--- src/rct_pkg.sv ---
// Shared types and codes for the reference count table.
package rct_pkg;

    // Request codes carried in the req_type field.
    localparam logic [3:0] RQ_PUSH      = 4'd0;
    localparam logic [3:0] RQ_PULL_KEY  = 4'd1;
    localparam logic [3:0] RQ_PURGE_KEY = 4'd2;
    localparam logic [3:0] RQ_PULL_POS  = 4'd3;
    localparam logic [3:0] RQ_PURGE_POS = 4'd4;
    localparam logic [3:0] RQ_FIND      = 4'd5;
    localparam logic [3:0] RQ_READ      = 4'd6;
    localparam logic [3:0] RQ_CLEAR     = 4'd7;
    localparam logic [3:0] RQ_REPAIR    = 4'd8;

    typedef struct packed {
        logic [3:0]  req_type;
        logic [31:0] key;
        logic [7:0]  position;
    } t_req_word;

    typedef struct packed {
        logic        found;
        logic [15:0] ref_count;
        logic [3:0]  found_position;
        logic [31:0] key_out;
        logic [4:0]  entries;
        logic        count_overflow;
        logic        table_full;
    } t_rsp_word;

    // Per-cell update command.
    typedef enum logic [2:0] {
        CELL_HOLD,
        CELL_LOAD,
        CELL_INC,
        CELL_DEC,
        CELL_SHIFT
    } t_cell_op;

    typedef enum logic [1:0] {
        ST_IDLE,
        ST_MATCH,
        ST_UPDATE
    } t_state;

endpackage

--- src/rct_cell.sv ---
// One table cell: holds a key and its count, compares, and takes its neighbor's entry.
module rct_cell #(
    parameter int KEY_BITS   = 32,
    parameter int COUNT_BITS = 16
) (
    input  logic                  i_clk,
    input  rct_pkg::t_cell_op     i_op,
    input  logic [KEY_BITS-1:0]   i_cmp_key,
    input  logic [KEY_BITS-1:0]   i_next_key,
    input  logic [COUNT_BITS-1:0] i_next_count,
    output logic [KEY_BITS-1:0]   o_key,
    output logic [COUNT_BITS-1:0] o_count,
    output logic                  o_match
);
    import rct_pkg::*;

    logic [KEY_BITS-1:0]   r_key;
    logic [COUNT_BITS-1:0] r_count;

    always_ff @(posedge i_clk) begin
        unique case (i_op)
            CELL_LOAD: begin
                r_key   <= i_cmp_key;
                r_count <= COUNT_BITS'(1);
            end
            CELL_INC: begin
                r_count <= r_count + COUNT_BITS'(1);
            end
            CELL_DEC: begin
                r_count <= r_count - COUNT_BITS'(1);
            end
            CELL_SHIFT: begin
                r_key   <= i_next_key;
                r_count <= i_next_count;
            end
            default: begin
                r_key   <= r_key;
                r_count <= r_count;
            end
        endcase
    end

    assign o_key   = r_key;
    assign o_count = r_count;
    assign o_match = (r_key == i_cmp_key);

endmodule

--- src/reference_count_table_unit.sv ---
// Top level of the reference count table: request decode, row of cells, result register.
//
// Usage: drive a request word on i_req and raise start; it is taken at a rising
// edge where start is high and busy is low. Each request gives one result word
// on o_rsp, marked by o_valid for exactly one cycle; the receiver cannot stall.
// Timing: the cycle after acceptance compares the key against every cell at
// once and registers the addressed position (busy high). The next cycle
// updates the cells (increment, decrement, append, or a one-place shift down
// of all later cells on removal) and registers the result, which shows on
// o_rsp the cycle after, together with o_valid. A new request can be taken in
// the update cycle, while the previous result is being registered; each request
// passes through the compare stage and then the cell update.
// Reset: synchronous, active low; empties the table, clears both error
// flags and drops o_valid. Key and count storage is not reset.
// While an error flag is set, every request but repair is ignored.
module reference_count_table_unit #(
    parameter int TABLE_DEPTH = 16,
    parameter int KEY_BITS    = 32,
    parameter int COUNT_BITS  = 16
) (
    input  logic               i_clk,
    input  logic               i_rst_n,
    input  logic               start,
    input  rct_pkg::t_req_word i_req,
    output logic               busy,
    output logic               o_valid,
    output rct_pkg::t_rsp_word o_rsp
);
    import rct_pkg::*;

    localparam int PW  = (TABLE_DEPTH > 1) ? $clog2(TABLE_DEPTH) : 1;
    localparam int CW  = $clog2(TABLE_DEPTH + 1);
    localparam int PCW = (CW > 8) ? CW : 8;
    localparam logic [COUNT_BITS-1:0] CountMax = '1;

    t_state r_state, n_state;
    t_req_word r_req;
    logic [CW-1:0] r_live, n_live;
    logic r_ovf, n_ovf;
    logic r_full, n_full;
    logic r_valid;
    t_rsp_word r_rsp, n_rsp;

    logic r_hit, n_hit;
    logic [PW-1:0] r_pos, n_pos;
    logic [KEY_BITS-1:0] r_sel_key;
    logic [COUNT_BITS-1:0] r_sel_cnt;

    logic [KEY_BITS-1:0] w_key;
    logic accept;

    logic [KEY_BITS-1:0]   w_cell_key   [TABLE_DEPTH];
    logic [COUNT_BITS-1:0] w_cell_count [TABLE_DEPTH];
    logic [TABLE_DEPTH-1:0] w_match;
    t_cell_op w_op [TABLE_DEPTH];

    assign w_key  = KEY_BITS'(r_req.key);
    assign busy   = (r_state == ST_MATCH);
    assign accept = start && !busy;

    // Row of cells; each one takes the entry above it on a shift.
    for (genvar g = 0; g < TABLE_DEPTH; g++) begin : g_cell
        logic [KEY_BITS-1:0]   w_nk;
        logic [COUNT_BITS-1:0] w_nc;
        if (g == TABLE_DEPTH - 1) begin : g_top
            assign w_nk = w_cell_key[g];
            assign w_nc = w_cell_count[g];
        end else begin : g_mid
            assign w_nk = w_cell_key[g+1];
            assign w_nc = w_cell_count[g+1];
        end
        rct_cell #(
            .KEY_BITS  (KEY_BITS),
            .COUNT_BITS(COUNT_BITS)
        ) u_cell (
            .i_clk       (i_clk),
            .i_op        (w_op[g]),
            .i_cmp_key   (w_key),
            .i_next_key  (w_nk),
            .i_next_count(w_nc),
            .o_key       (w_cell_key[g]),
            .o_count     (w_cell_count[g]),
            .o_match     (w_match[g])
        );
    end

    // Compare stage: locate the addressed live entry.
    always_comb begin
        n_hit = 1'b0;
        n_pos = '0;
        unique case (r_req.req_type)
            RQ_PUSH, RQ_PULL_KEY, RQ_PURGE_KEY, RQ_FIND: begin
                for (int i = TABLE_DEPTH - 1; i >= 0; i--) begin
                    if (w_match[i] && (CW'(i) < r_live)) begin
                        n_hit = 1'b1;
                        n_pos = PW'(i);
                    end
                end
            end
            RQ_PULL_POS, RQ_PURGE_POS, RQ_READ: begin
                if (PCW'(r_req.position) < PCW'(r_live)) begin
                    n_hit = 1'b1;
                    n_pos = PW'(r_req.position);
                end
            end
            default: begin
                n_hit = 1'b0;
            end
        endcase
    end

    // Update stage: decide cell commands, table size, flags and result.
    always_comb begin
        logic do_remove;
        logic do_inc;
        logic do_dec;
        logic do_load;
        do_remove = 1'b0;
        do_inc    = 1'b0;
        do_dec    = 1'b0;
        do_load   = 1'b0;
        n_live    = r_live;
        n_ovf     = r_ovf;
        n_full    = r_full;
        n_rsp     = '0;

        if (r_req.req_type == RQ_REPAIR) begin
            n_ovf  = 1'b0;
            n_full = 1'b0;
        end else if (!r_ovf && !r_full) begin
            unique case (r_req.req_type)
                RQ_PUSH: begin
                    if (r_hit) begin
                        n_rsp.found          = 1'b1;
                        n_rsp.found_position = 4'(r_pos);
                        n_rsp.key_out        = 32'(r_sel_key);
                        if (r_sel_cnt == CountMax) begin
                            n_ovf           = 1'b1;
                            n_rsp.ref_count = 16'(r_sel_cnt);
                        end else begin
                            do_inc          = 1'b1;
                            n_rsp.ref_count = 16'(r_sel_cnt + COUNT_BITS'(1));
                        end
                    end else if (r_live >= CW'(TABLE_DEPTH)) begin
                        n_full = 1'b1;
                    end else begin
                        do_load              = 1'b1;
                        n_live               = r_live + CW'(1);
                        n_rsp.found          = 1'b1;
                        n_rsp.ref_count      = 16'd1;
                        n_rsp.found_position = 4'(r_live);
                        n_rsp.key_out        = 32'(w_key);
                    end
                end
                RQ_CLEAR: begin
                    n_live = '0;
                end
                RQ_PULL_KEY, RQ_PULL_POS: begin
                    if (r_hit) begin
                        n_rsp.found          = 1'b1;
                        n_rsp.found_position = 4'(r_pos);
                        n_rsp.key_out        = 32'(r_sel_key);
                        if (r_sel_cnt > COUNT_BITS'(1)) begin
                            do_dec          = 1'b1;
                            n_rsp.ref_count = 16'(r_sel_cnt - COUNT_BITS'(1));
                        end else begin
                            do_remove = 1'b1;
                            n_live    = r_live - CW'(1);
                        end
                    end
                end
                RQ_PURGE_KEY, RQ_PURGE_POS: begin
                    if (r_hit) begin
                        n_rsp.found          = 1'b1;
                        n_rsp.found_position = 4'(r_pos);
                        n_rsp.key_out        = 32'(r_sel_key);
                        do_remove            = 1'b1;
                        n_live               = r_live - CW'(1);
                    end
                end
                RQ_FIND, RQ_READ: begin
                    if (r_hit) begin
                        n_rsp.found          = 1'b1;
                        n_rsp.found_position = 4'(r_pos);
                        n_rsp.key_out        = 32'(r_sel_key);
                        n_rsp.ref_count      = 16'(r_sel_cnt);
                    end
                end
                default: begin
                    n_live = r_live;
                end
            endcase
        end

        n_rsp.entries        = 5'(n_live);
        n_rsp.count_overflow = n_ovf;
        n_rsp.table_full     = n_full;

        // Apply only in the update cycle; removal shifts every later cell down.
        for (int i = 0; i < TABLE_DEPTH; i++) begin
            w_op[i] = CELL_HOLD;
            if (r_state == ST_UPDATE) begin
                if (do_remove && (PW'(i) >= r_pos)) begin
                    w_op[i] = CELL_SHIFT;
                end else if (do_inc && (PW'(i) == r_pos)) begin
                    w_op[i] = CELL_INC;
                end else if (do_dec && (PW'(i) == r_pos)) begin
                    w_op[i] = CELL_DEC;
                end else if (do_load && (CW'(i) == r_live)) begin
                    w_op[i] = CELL_LOAD;
                end
            end
        end
    end

    // Sequencer.
    always_comb begin
        n_state = r_state;
        unique case (r_state)
            ST_IDLE: begin
                if (start) begin
                    n_state = ST_MATCH;
                end
            end
            ST_MATCH: begin
                n_state = ST_UPDATE;
            end
            ST_UPDATE: begin
                n_state = start ? ST_MATCH : ST_IDLE;
            end
            default: begin
                n_state = ST_IDLE;
            end
        endcase
    end

    always_ff @(posedge i_clk) begin
        if (!i_rst_n) begin
            r_state <= ST_IDLE;
            r_live  <= '0;
            r_ovf   <= 1'b0;
            r_full  <= 1'b0;
            r_valid <= 1'b0;
        end else begin
            r_state <= n_state;
            r_valid <= (r_state == ST_UPDATE);
            if (r_state == ST_UPDATE) begin
                r_live <= n_live;
                r_ovf  <= n_ovf;
                r_full <= n_full;
            end
        end
    end

    always_ff @(posedge i_clk) begin
        if (accept) begin
            r_req <= i_req;
        end
        if (r_state == ST_MATCH) begin
            r_hit     <= n_hit;
            r_pos     <= n_pos;
            r_sel_key <= w_cell_key[n_pos];
            r_sel_cnt <= w_cell_count[n_pos];
        end
        if (r_state == ST_UPDATE) begin
            r_rsp <= n_rsp;
        end
    end

    assign o_valid = r_valid;
    assign o_rsp   = r_rsp;

endmodule
--- config.mk ---
export PLATFORM = sky130hd
export DESIGN_NAME = reference_count_table_unit
export DESIGN_NICKNAME = d
export VERILOG_FILES = /design/src/rct_pkg.sv /design/src/rct_cell.sv /design/src/reference_count_table_unit.sv
export SDC_FILE = /design/constraint.sdc
export NUM_CORES = 2
export LEC_CHECK = 0
export BUFFER_PORTS_ARGS = -buffer_cell sky130_fd_sc_hd__buf_2
export CAP_MARGIN = 5
export CORE_MARGIN = 1
export CORE_UTILIZATION = 60
export DETAILED_ROUTE_END_ITERATION = 8
export PLACE_DENSITY_LB_ADDON = 0.12
export SLEW_MARGIN = 20
export SYNTH_ARGS = -nofsm -noshare
export SYNTH_HDL_FRONTEND = slang
export SYNTH_SLANG_ARGS = --single-unit
--- constraint.sdc ---
create_clock -name i_clk -period 8.1 [get_ports i_clk]
set_input_delay 0.405 -clock i_clk [delete_from_list [all_inputs] [get_ports i_clk]]
set_output_delay 0.405 -clock i_clk [all_outputs]
set_load 0.1 [all_outputs]
==> run summary <==
maximum vdd drop - 0.342 mV
number of flops mapped to enable cells by yosys - 925
Hold Violations, Final - 0
Clock Skew - 0.0294 ns
post-cts gate resize count - 0
pwr dens - 164 mW/mm2
WP data arrival - 7.21 ns
Initial DRC Count - 8799
status - finished, final reports clean
clock network power share - 44.8%
warnings from Yosys - 0
Internal - 8.50 mW
Psw - 2.79 mW
Cells after Synth - 6595
CTS root buf - clkbuf_16
LEAKAGE - 25.8 nW
CTS clk-pin slew, worst paths - 0.07 ns
#FFs+latches synth - 935
post-layout min period - 6.74 ns
drc violations - 0
GRT Residual Overflow - 0
clk sink count - 935
Slew Limit Fails - 0
CP Max Fanout - 14
die width - 325 um
GRT Total Usage - 44.1%
final wirelength - 238000 um
Req. time, crit path - 8.56 ns
row cnt - 118
largest net degree at the start of global routing - 156
final RePlAce weighted congestion - 1.04
Starting Density - 60.6%
net switching share of the total power - 24.7%
Clock Latency Late Sink - 0.73 ns
syn_nets - 6895
vias in the first global route - 50600
via count - 54300
Finished Core Util - 66.7%
fin crit share - 83.3%
core region area - 0.103 mm2
first-pass GRT wire length - 344000 um
RSZ-0062 raised after global routing - false
Finish-stage setup viols - 0
Hold Slack - 0.0794 ns
TritonCTS clock tree - done
leading cell type in the layout, fill and taps excluded - nand2_1
setup_tns - 0 ns
ANT nets after route - 0
syn_area_per_cell - 9.51 um2
Pre-antenna DRT Iters - 7
CTS buffer count - 106
worst hold path class - in2reg
Netlist Area Pre-Place - 0.0627 mm2
post-synthesis sequential area ratio - 44.6%
post-synthesis async set-or-reset flop share - 0%
slew of the pin with the lowest slew margin - 1.15 ns
Logic pwr share - 7.2%
count of cell types in the netlist - 85
HPWL after DPL - 173000 um
Max-slew headroom - 23.6%
critical path class - reg2reg
CP Capture Type - flip-flop
via/cell ratio - 6.72
initial antenna violation count - 5
Main synth FF type - edfxtp_1
Fill cells - 8260
share of cells above drive strength 1 - 11.4%
I/O Buffers - 108
fmax - 148 MHz
Die Ht - 325 um
die area - 0.106 mm2
most frequent cells in the layout - 1576 x nand2_1, 925 x edfxtp_1, 361 x o21ai_0, 352 x xor2_1, 337 x xnor2_1
Final nets - 6911
startpoint types - flip-flop
CTS H-Tree Depth - 3
max cap viols - 0
Sequential Power Share - 48.0%
CTS max path bufs - 3
Avg WL per Cell - 29.5 um
Layout area overhead - 10.0%
total setup buffers inserted after CTS - 0
I/O pins - 109
## metal layers
metal	global-route usage (%)	vias up	part of all wire, %
met5	0	-	0.0092
met4	29.5	4	8.0
met3	8.27	765	12
met2	64.6	3947	42
met1	59.6	25900	38
li1	-	23700	-
## critical path, cell delays in order, from the launching register on
cell and delay (ns):
edfxtp_1 0.48, inv_1 0.12, ha_1 0.27, nor2_1 0.14, nor3_1 0.06, nand4_1 0.23, nand3_1 0.20, nor2_1 0.32
nand2_1 0.18, o21ai_0 0.77, nand2_1 0.23, inv_1 0.44, ha_1 0.36, nor2b_1 0.15, o21ai_0 0.21, a21boi_0 0.15
o21ai_0 0.24, a21boi_0 0.15, o21ai_0 0.23, a21boi_0 0.17, o311ai_0 0.52, a21o_1 0.19, a21boi_0 0.08, or3_1 0.32
a32o_1 0.24
## synth_stat cells (16+ instances only)
library cell	count	share of area, %
a211oi_1	19	0.23
a21boi_0	51	0.61
a21o_1	47	0.56
a21oi_1	164	1.3
a22o_1	26	0.36
a22oi_1	48	0.57
a32o_1	25	0.40
a32oi_1	36	0.50
and3_1	26	0.26
buf_1	49	0.29
buf_2	124	0.99
buf_4	16	0.19
clkbuf_1	219	1.3
edfxtp_1	925	44
fa_1	16	0.51
ha_1	237	4.7
inv_1	162	0.97
mux2_2	245	4.4
mux2i_1	139	2.2
nand2_1	1577	9.4
nand2b_1	25	0.25
nand3_1	278	2.2
nand4_1	177	1.8
nor2_1	270	1.6
nor2b_1	25	0.25
nor3_1	96	0.77
nor4_1	116	1.2
o211ai_1	28	0.34
o21a_1	29	0.35
o21ai_0	370	3.0
o21bai_1	26	0.31
o22ai_1	23	0.23
o31ai_1	48	0.57
or3_1	36	0.36
xnor2_1	337	4.7
xor2_1	352	4.9
## power groups by stage
stage | combinational (mW) | clock [mW] | sequential, mW
finish | 0.812 | 5.06 | 5.42
global route | 0.839 | 5.21 | 5.42
CTS | 0.775 | 5.04 | 5.42
detailed placement | 0.753 | 0 | 5.52
global placement | 0.745 | 0 | 5.52
floorplan | 0.488 | 0 | 5.51
## registers in the layout (all words and copies together) (netlist names)
| register | flops |
|---|---|
| o_rsp | 60 |
| g_cell.u_cell.o_count | 256 |
| r_hit | 1 |
| r_live | 5 |
| r_ovf | 1 |
| r_state | 2 |
| o_valid | 1 |
| r_pos | 4 |
| r_req | 12 |
| w_key | 32 |
| r_full | 1 |
| r_sel_cnt | 16 |
| r_sel_key | 32 |
| g_cell.u_cell.o_key | 512 |
## through the flow
stage / worst slack (ns) / cells / instance area, um2 / total power [mW]
global route: 0.819 / 8082 / 69000 / 11.5
floorplan: 0.621 / 6595 / 62700 / 6.00
CTS: 1.45 / 8078 / 68900 / 11.2
global placement: 1.65 / 7834 / 64900 / 6.27
detailed placement: 1.49 / 7834 / 64900 / 6.28
finish: 1.36 / 8083 / 69000 / 11.3
## path summary, 6_finish.rpt
kind / slack [ns] / from / depth (start not counted) / to
max: 1.36 / r_sel_cnt[0]$_DFFE_PP_ / 24 / g_cell[0].u_cell.o_count[14]$_DFFE_PP_
min: 0.08 / i_rst_n / 2 / r_live[1]$_SDFFE_PN0P_
max reg2reg: 1.36 / r_sel_cnt[0]$_DFFE_PP_ / 24 / g_cell[0].u_cell.o_count[14]$_DFFE_PP_
min reg2reg: 0.45 / r_state[0]$_SDFFE_PN0P_ / 1 / r_state[0]$_SDFFE_PN0P_
## cell families (layout without fill, tap and decap cells)
logic type               count (synthesis)  after routing  synth area share (%)
multiplexers                           384            384                  6.62
AO/OA/AOI/OAI                         1053           1053                  10.9
buffers and inverters                  583            690                  3.96
adder cells (fa/ha/maj)                253            253                  5.24
flip-flops                             935            935                  44.6
XOR/XNOR                               690            690                  9.65
AND/OR/NAND/NOR                       2697           2697                  19.0
other                                    0              1                     0
## area by class of cell
type	instances	area (um2)	share of cell area, %
multi-input combinational	5077	32600	47.3
sequential	935	28000	40.6
clock buffer	125	2760	3.99
timing repair buffer	327	2460	3.56
tap	1380	1730	2.50
clock inverter	74	810	1.17
inverter	164	626	0.907
antenna	1	2.50	0.00363
## what timing repair did
| action | in CTS | in global routing |
|---|---|---|
| hold buffers | 45 | 0 |
| endpoints found under the hold margin | 45 | 0 |
| endpoints found under the setup margin | 0 | 0 |
No activity file was read; power rests on OpenSTA's default activity.
